==> config.mk <==
export PLATFORM = sky130hd
export DESIGN_NAME = trial_division_prime_counter_top
export DESIGN_NICKNAME = d
export VERILOG_FILES = /design/src/sv/tdpc_pkg.sv /design/src/sv/trial_division_prime_counter_top.sv
export SDC_FILE = /design/constraint.sdc
export NUM_CORES = 1
export LEC_CHECK = 0
export BUFFER_PORTS_ARGS = -buffer_cell sky130_fd_sc_hd__buf_2
export CAP_MARGIN = 25
export CORE_ASPECT_RATIO = 1.75
export CORE_MARGIN = 5
export CORE_UTILIZATION = 40
export DETAILED_ROUTE_END_ITERATION = 12
export RECOVER_POWER = 50
export REMOVE_ABC_BUFFERS = 1
export SETUP_SLACK_MARGIN = 0.4
export SLEW_MARGIN = 20
export SYNTH_ARGS = -nofsm -noshare
export SYNTH_HDL_FRONTEND = slang
export SYNTH_SLANG_ARGS = --single-unit
export TNS_END_PERCENT = 10
==> constraint.sdc <==
create_clock -name clk -period 12.9 [get_ports clk]
set_input_delay 0.645 -clock clk [delete_from_list [all_inputs] [get_ports clk]]
set_output_delay 0.645 -clock clk [all_outputs]
set_load 0.005 [all_outputs]
==> src/sv/tdpc_pkg.sv <==
`timescale 1ns / 1ps
// ----------------------------------------------------------------------------
// tdpc_pkg: shared types and constants for the trial division prime counter
// Field widths, payload structs and sequencer states.
// ----------------------------------------------------------------------------
package tdpc_pkg;

  localparam int VALUE_WIDTH = 31;
  localparam int COUNT_WIDTH = 16;
  localparam int BIT_CNT_WIDTH = $clog2(VALUE_WIDTH + 1);

  typedef struct packed {
    logic [VALUE_WIDTH-1:0] value;
    logic                   first;
  } in_item_t;

  typedef struct packed {
    logic                   prime_flag;
    logic [COUNT_WIDTH-1:0] primes_seen;
  } out_item_t;

  typedef enum logic [1:0] {
    ST_IDLE,
    ST_CHECK,
    ST_DIV,
    ST_DONE
  } tdpc_state_t;

endpackage

==> src/sv/trial_division_prime_counter_top.sv <==
`timescale 1ns / 1ps
// Sequence: 0 and 1 go from IDLE straight to DONE; 2 and 3 pass a CHECK, where
//   the bound already holds; otherwise each trial divisor takes a CHECK and a
//   bit-serial DIV pass over all bits of the value; DONE waits for out_free.
// Throughput: one item at a time; the next transfer follows its result's load.
// Reset: synchronous active-low rst_n clears the sequencer, output valid and
//   the prime tally.
// ----------------------------------------------------------------------------
// trial_division_prime_counter_top
// Primality by trial division with a bit-serial remainder unit and a
// saturating count of primes.
// ----------------------------------------------------------------------------
module trial_division_prime_counter_top (
  input  logic                 clk,
  input  logic                 rst_n,
  input  logic                 in_valid,
  output logic                 in_stall,
  input  tdpc_pkg::in_item_t   in_data,
  output logic                 out_valid,
  input  logic                 out_stall,
  output tdpc_pkg::out_item_t  out_data
);

  localparam int W  = tdpc_pkg::VALUE_WIDTH;
  localparam int CW = tdpc_pkg::COUNT_WIDTH;
  localparam int BW = tdpc_pkg::BIT_CNT_WIDTH;

  tdpc_pkg::tdpc_state_t state_r, state_nxt;

  logic [W-1:0]  val_r,   val_nxt;     // value under test
  logic [W-1:0]  sh_r,    sh_nxt;      // rotating copy, MSB feeds the divider
  logic [W-1:0]  div_r,   div_nxt;     // trial divisor
  logic [W:0]    sq_r,    sq_nxt;      // div_r squared
  logic [W-1:0]  rem_r,   rem_nxt;     // partial remainder
  logic [BW-1:0] cnt_r,   cnt_nxt;     // bits left in this division
  logic          first_r, first_nxt;
  logic          prime_r, prime_nxt;
  logic [CW-1:0] tally_r, tally_nxt;
  logic          out_valid_r, out_valid_nxt;
  tdpc_pkg::out_item_t out_data_r, out_data_nxt;

  logic          in_xfer;
  logic          out_free;
  logic          bound_hit;
  logic [W:0]    rem_sh;
  logic          rem_ge;
  logic [W:0]    rem_sub;
  logic          last_bit;
  logic [CW-1:0] tally_base;

  assign in_xfer   = in_valid && !in_stall;
  assign out_free  = !out_valid_r || !out_stall;
  assign bound_hit = sq_r > {1'b0, val_r};
  assign rem_sh    = {rem_r, sh_r[W-1]};
  assign rem_ge    = rem_sh >= {1'b0, div_r};
  assign rem_sub   = rem_sh - {1'b0, div_r};
  assign last_bit  = cnt_r == BW'(1);
  assign tally_base = first_r ? '0 : tally_r;

  // next state
  always_comb begin
    state_nxt = state_r;
    unique case (state_r)
      tdpc_pkg::ST_IDLE: begin
        if (in_xfer) begin
          state_nxt = (in_data.value < W'(2)) ? tdpc_pkg::ST_DONE : tdpc_pkg::ST_CHECK;
        end
      end
      tdpc_pkg::ST_CHECK: begin
        state_nxt = bound_hit ? tdpc_pkg::ST_DONE : tdpc_pkg::ST_DIV;
      end
      tdpc_pkg::ST_DIV: begin
        if (last_bit) begin
          state_nxt = (rem_nxt == '0) ? tdpc_pkg::ST_DONE : tdpc_pkg::ST_CHECK;
        end
      end
      tdpc_pkg::ST_DONE: begin
        if (out_free) begin
          state_nxt = tdpc_pkg::ST_IDLE;
        end
      end
      default: state_nxt = tdpc_pkg::ST_IDLE;
    endcase
  end

  // outputs and datapath
  always_comb begin
    in_stall      = state_r != tdpc_pkg::ST_IDLE;
    val_nxt       = val_r;
    sh_nxt        = sh_r;
    div_nxt       = div_r;
    sq_nxt        = sq_r;
    rem_nxt       = rem_r;
    cnt_nxt       = cnt_r;
    first_nxt     = first_r;
    prime_nxt     = prime_r;
    tally_nxt     = tally_r;
    out_valid_nxt = out_valid_r && out_stall;
    out_data_nxt  = out_data_r;

    unique case (state_r)
      tdpc_pkg::ST_IDLE: begin
        if (in_xfer) begin
          val_nxt   = in_data.value;
          first_nxt = in_data.first;
          prime_nxt = 1'b0;
          div_nxt   = W'(2);
          sq_nxt    = (W + 1)'(4);
        end
      end
      tdpc_pkg::ST_CHECK: begin
        if (bound_hit) begin
          prime_nxt = 1'b1;
        end else begin
          sh_nxt  = val_r;
          rem_nxt = '0;
          cnt_nxt = BW'(W);
        end
      end
      tdpc_pkg::ST_DIV: begin
        // one restoring step per cycle, rotate the value back into place
        rem_nxt = rem_ge ? rem_sub[W-1:0] : rem_sh[W-1:0];
        sh_nxt  = {sh_r[W-2:0], sh_r[W-1]};
        cnt_nxt = cnt_r - BW'(1);
        if (last_bit) begin
          // (d+1)^2 = d^2 + 2d + 1
          sq_nxt  = sq_r + {div_r, 1'b1};
          div_nxt = div_r + W'(1);
        end
      end
      tdpc_pkg::ST_DONE: begin
        if (out_free) begin
          tally_nxt = tally_base;
          if (prime_r && (tally_base != {CW{1'b1}})) begin
            tally_nxt = tally_base + CW'(1);
          end
          out_valid_nxt            = 1'b1;
          out_data_nxt.prime_flag  = prime_r;
          out_data_nxt.primes_seen = tally_nxt;
        end
      end
      default: ;
    endcase
  end

  always_ff @(posedge clk) begin
    if (!rst_n) begin
      state_r     <= tdpc_pkg::ST_IDLE;
      out_valid_r <= 1'b0;
      tally_r     <= '0;
    end else begin
      state_r     <= state_nxt;
      out_valid_r <= out_valid_nxt;
      tally_r     <= tally_nxt;
    end
  end

  always_ff @(posedge clk) begin
    val_r      <= val_nxt;
    sh_r       <= sh_nxt;
    div_r      <= div_nxt;
    sq_r       <= sq_nxt;
    rem_r      <= rem_nxt;
    cnt_r      <= cnt_nxt;
    first_r    <= first_nxt;
    prime_r    <= prime_nxt;
    out_data_r <= out_data_nxt;
  end

  assign out_valid = out_valid_r;
  assign out_data  = out_data_r;

  a_rem_below_div: assert property (@(posedge clk) disable iff (!rst_n)
    state_r == tdpc_pkg::ST_DIV |-> rem_r < div_r)
    else $error("partial remainder not below divisor");

  a_div_min: assert property (@(posedge clk) disable iff (!rst_n)
    (state_r == tdpc_pkg::ST_CHECK || state_r == tdpc_pkg::ST_DIV) |-> div_r >= W'(2))
    else $error("trial divisor below two");

  a_out_from_done: assert property (@(posedge clk) disable iff (!rst_n)
    $rose(out_valid_r) |-> $past(state_r == tdpc_pkg::ST_DONE))
    else $error("result raised outside completion");

  a_out_held: assert property (@(posedge clk) disable iff (!rst_n)
    $fell(out_valid_r) |-> $past(!out_stall))
    else $error("result dropped while stalled");

  a_tally_step: assert property (@(posedge clk) disable iff (!rst_n)
    (tally_r != $past(tally_r)) && $past(rst_n) |-> $past(state_r == tdpc_pkg::ST_DONE))
    else $error("tally changed outside completion");

endmodule
After elaboration in Yosys (flattened, before gate mapping)
Index checks and enable logic that the tools add are counted.
W data, S select, Z words.
Operators by class
  add/subtract/negate cells: 5
  magnitude comparators: 3
  equal/unequal tests: 10
  muxes and demuxes: 27
  reduce and logical (&&, ||, !) cells: 19
Operators with widths (number)
  $pmux W31 S2: 3
  $mux W31: 5
  $mux W32: 2
  $pmux W32 S2: 1
  $add A32 B32 Y32: 1
  $ge A32 B31 Y1: 1
  $gt A32 B31 Y1: 1
  $mux W16: 2
  $add A31 B1 Y31 const B: 1
  $logic_not A31 Y1: 1
  $lt A31 B2 Y1 const B: 1
  $sub A31 B31 Y31: 1
  $add A16 B1 Y16 const B: 1
  $ne A16 B16 Y1 const B: 1
  $mux W2: 5
  $ne A2 B2 Y1 const B: 5
  $pmux W5 S2: 1
  $reduce_and A3 Y1: 3
  $pmux W2 S4: 1
  $reduce_bool A2 Y1: 4
  $reduce_and A2 Y1: 3
  $eq A5 B1 Y1 const B: 1
  $mux W1: 5
  $mux W5: 1
  other kinds (8): 13
Storage, ports and cells
  register bits: 199
  input bits: 36
  output and inout port bits: 19
  word-level logic and storage cells: 77

Longest topological paths before layout
  depth in word-level cells: 7
  mapped depth: 14
  mapped depth without buffers: 13

Worst setup path after synthesis
OpenSTA, ideal clock, no wires.
  path type: input -> register
  start: input in_valid
  end: register div_r[0] (enable)
  setup time: 0.485 ns
  data arrival time: 4.221 ns
  data required time: 12.415 ns
  path slack: 8.194 ns
  stages: 3
  path buffers: 0
  cell sequence: and2_1 > a21oi_1 > nor2_1
On the way
  longest elaborated chain between the ends: 3
RTL lines
  start: declaration: RTL line trial_division_prime_counter_top.sv:16  | input logic in_valid,
  $logic_and A1 B1 Y1: RTL line trial_division_prime_counter_top.sv:51  | assign in_xfer = in_valid && !in_stall;
  $ne A2 B2 Y1 (no line)
  $reduce_and A3 Y1 (no line)
  end signal: assignment: RTL line trial_division_prime_counter_top.sv:161  | div_r <= div_nxt;
  end: declaration: RTL line trial_division_prime_counter_top.sv:32  | logic [W-1:0] div_r, div_nxt;
Every way passes these cells.
A chain may end at the register's enable or synchronous reset.

Worst setup path after layout
  start: register state_r[1]
  end: register state_r[1]
On the way
  longest elaborated chain between the ends: 6
  elaborated cells on any way between the ends: 16
  those cells by class: eq/ne: 6; mux: 4; reduce/logical: 6
RTL lines
  start: declaration: RTL line trial_division_prime_counter_top.sv:28  | tdpc_pkg::tdpc_state_t state_r, state_nxt;
  start signal: assignment: RTL line trial_division_prime_counter_top.sv:148  | state_r <= tdpc_pkg::ST_IDLE;
  start signal: assignment: RTL line trial_division_prime_counter_top.sv:152  | state_r <= state_nxt;
  $eq A2 B2 Y1 / $eq A2 B1 Y1 (equally long branches): RTL line trial_division_prime_counter_top.sv:63, trial_division_prime_counter_top.sv:101
  $pmux W31 S2: RTL line trial_division_prime_counter_top.sv:101  | unique case (state_r)
  $logic_not A31 Y1: RTL line trial_division_prime_counter_top.sv:74  | state_nxt = (rem_nxt == '0) ? tdpc_pkg::ST_DONE : tdpc_pkg::ST_CHECK;
  $mux W2: RTL line trial_division_prime_counter_top.sv:74
  $mux W2: RTL line trial_division_prime_counter_top.sv:73  | if (last_bit) begin
  $pmux W2 S4: RTL line trial_division_prime_counter_top.sv:63  | unique case (state_r)
Parallel ways exist; a longest one is shown, timed or not. The select of a mux whose other input is x is not followed.

==> results.json <==
{
  "status": "complete, but fails checks",
  "violations": "max-capacitance violations, max-slew violations",
  "finish.instance_area_sq_um": 13900,
  "drive_gt1_frac": 0.0535,
  "io_pins": 55,
  "via_count": 10200,
  "cp_cell_sequence": "ha_1 -> clkbuf_1 -> nand2_1 -> or3_1 -> a221o_1 -> nor4_1 -> nand4b_1 -> o31ai_1",
  "worst_slew_pin_slew_ps": 3110,
  "async_flop_share": 0,
  "setup_slack_ps": 6920,
  "fillers": 3045,
  "leakage_nw": 5.31,
  "post-route-min-period_ps": 5980,
  "grt_usage": 0.196,
  "first_pass_iters": 5,
  "dp_hpwl_um": 27300,
  "finalSetupTns_ps": 0,
  "synth_top_cell_area_share": 0.354,
  "rsz0062_at_grt": "no",
  "synth_edf_count": 149,
  "hold_viol_final": 0,
  "yosysTopAreaCell": "edfxtp_1",
  "ant_nets": 0,
  "antenna_cells": 0,
  "p_per_area_nw_per_um2": 227,
  "final-seq-area_sq_um": 5480,
  "maxCapViolations": 4,
  "finalNetCount": 1527,
  "cts_tree": "done",
  "drc_errors": 0,
  "htreeDepth": 4,
  "slew-limit-headroom": -1.08,
  "ys.flop_type": "edfxtp_1",
  "grt_max_degree": 76,
  "netlist_area_sq_um": 12600,
  "clkSinkCount": 199,
  "vias_per_cell": 5.67,
  "clk_pin_slew_ps": 70,
  "startpoint_type": "flip-flop",
  "finalMaxSlewViolations": 173,
  "critPathMaxStageDelay_ps": 2200,
  "required_ps": 13260,
  "initial_core_util": 0.403,
  "yosys.cell_types.count": 77,
  "yosysMostFrequentCell": "edfxtp_1",
  "dieArea_sq_um": 35400,
  "coreArea_sq_um": 31300,
  "grt_antenna_before_repair": 0,
  "io_buffers": 54,
  "routed_wl_um": 34600,
  "regToRegStartpoint": "state_r[1]",
  "hold_path_class": "primary input to flip-flop",
  "post_cts_resized": 0,
  "synthTopCellsByCount": "149 x edfxtp_1, 130 x nor2_1, 128 x nand2_1, 101 x ha_1, 97 x inv_1",
  "hp-start": "in_data[1]",
  "cts_root_buf": "clkbuf_16",
  "fin_crit_sh": 0.464,
  "post_drt_wl_per_cell_um": 19.2,
  "num_rows": 86,
  "cpLargestDelayFamily": "simple AND/OR/NAND/NOR gates",
  "grt_overflow": 0,
  "grt_pass1_wl_um": 54000,
  "critical_path.endpoint_type": "flip-flop",
  "critPathLaunch": "state_r[1]",
  "path_max_fanout": 75,
  "clock_path_buffers": 2,
  "max_freq_mhz": 167,
  "cts_hold_buf": 0,
  "grt_pass1_vias": 10200,
  "whs_ps": 377,
  "synth_cells": 1340,
  "yosysSeqAreaShare": 0.434,
  "finClkSkew_ps": 8.27,
  "place_ws_ps": 8490,
  "arrival_ps": 6340,
  "critPathKind": "flip-flop to flip-flop",
  "clock_latency_ps": 440,
  "ys_warn_count": 0,
  "dpl_cell_area_sq_um": 13400,
  "synth.ff_latch_count": 199,
  "cpMaxStageDelayCell": "clkbuf_1",
  "avgSynthCellArea_sq_um": 9.43,
  "syn2layout_area_growth_pct": 9.68,
  "multi_input_area_sq_um": 6640,
  "post_cts_buffers": 0,
  "synth_area_leaders": "edfxtp_1 35%, ha_1 10%, dfxtp_1 7.9%",
  "setup-violations-final": 0,
  "cts_buffers": 17,
  "die_w_um": 144,
  "peakVddDrop_mv": 0.126,
  "gp_congestion": 0.934,
  "drt-initial-drc-count": 515,
  "critPathBufInv": 1,
  "die_h_um": 245
}
==> logic make-up (layout without fill, tap and decap cells) <==
family,after synthesis,after routing,share of synthesized area
buffers and inverters,136,197,0.0418
XOR/XNOR,83,83,0.0576
flip-flops,199,199,0.434
adder cells (fa/ha/maj),103,103,0.103
multiplexers,7,7,0.00575
AO/OA/AOI/OAI,345,345,0.179
AND/OR/NAND/NOR,467,467,0.179
==> final timing paths <==
path | endpoint | slack, ps | depth (start not counted)
setup / recovery | state_r[1] | 6920 | 8
hold / removal | val_r[0] | 380 | 1
setup reg to reg | state_r[1] | 6920 | 8
hold reg to reg | tally_r[14] | 490 | 2
==> cell type report <==
cell class | count | share of cell area
Clock buffer | 20 | 0.0322
Clock inverter | 12 | 0.00894
Inverter | 98 | 0.0266
Multi-Input combinational cell | 1005 | 0.479
Sequential cell | 199 | 0.395
Tap cell | 396 | 0.0358
Timing Repair Buffer | 67 | 0.0220
==> cell usage in the layout (no fill, tap or decap), drive strengths merged, types with 6 or more instances in the layout <==
cell type / instances
nand3: 32
a311oi: 6
and3: 16
xnor2: 63
a211oi: 11
o21a: 13
and2: 6
o21ai: 93
nand2b: 14
edfxtp: 149
clkbuf: 66
nand2: 129
nor3: 26
nor2: 131
nand4: 29
a31oi: 10
a211o: 8
o21bai: 10
a2111oi: 8
dfxtp: 50
xor2: 20
inv: 102
o211ai: 8
a21boi: 11
ha: 101
a21oi: 91
buf: 21
nor4: 17
nor3b: 12
or3: 13
a21o: 26
nor2b: 20
==> stage by stage <==
step	std cells	total power, mW	utilization
floorplan	1302	2.20	-
global placement	1764	2.60	0.426
detailed placement	1765	2.62	0.427
CTS	1797	3.16	0.445
global route	1797	3.38	0.442
finish	1797	3.15	0.442
==> flip-flops by register name, summed over array words and instances (netlist names), 2 cells and up <==
register and count:
cnt_r 5, div_r 31, out_data 17, rem_r 31
sh_r 31, sq_r 32, state_r 2, tally_r 16
val_r 31
==> worst reg2reg max path, stage by stage (launching register included) <==
cell and delay, ps:
dfxtp_1 450, ha_1 210, clkbuf_1 2200, nand2_1 1450, or3_1 680, a221o_1 310
nor4_1 160, nand4b_1 190, o31ai_1 250
==> power by group <==
group | internal (mW) | switching [mW] | total, mW
combinational | 0.574 | 0.924 | 1.50
clock | 0.291 | 0.243 | 0.533
sequential | 0.969 | 0.145 | 1.11
total | 1.83 | 1.31 | 3.15
==> routing by layer <==
layer	up-vias	routed length, um	part of all wire	GRT usage
met1	4860	12500	0.36	0.200
met3	79	992	0.029	0.0214
li1	4995	-	-	-
met2	259	19500	0.56	0.385
met4	0	1550	0.045	0.0906
met5	-	0	0	0
Power figures use the tool's default switching activity.
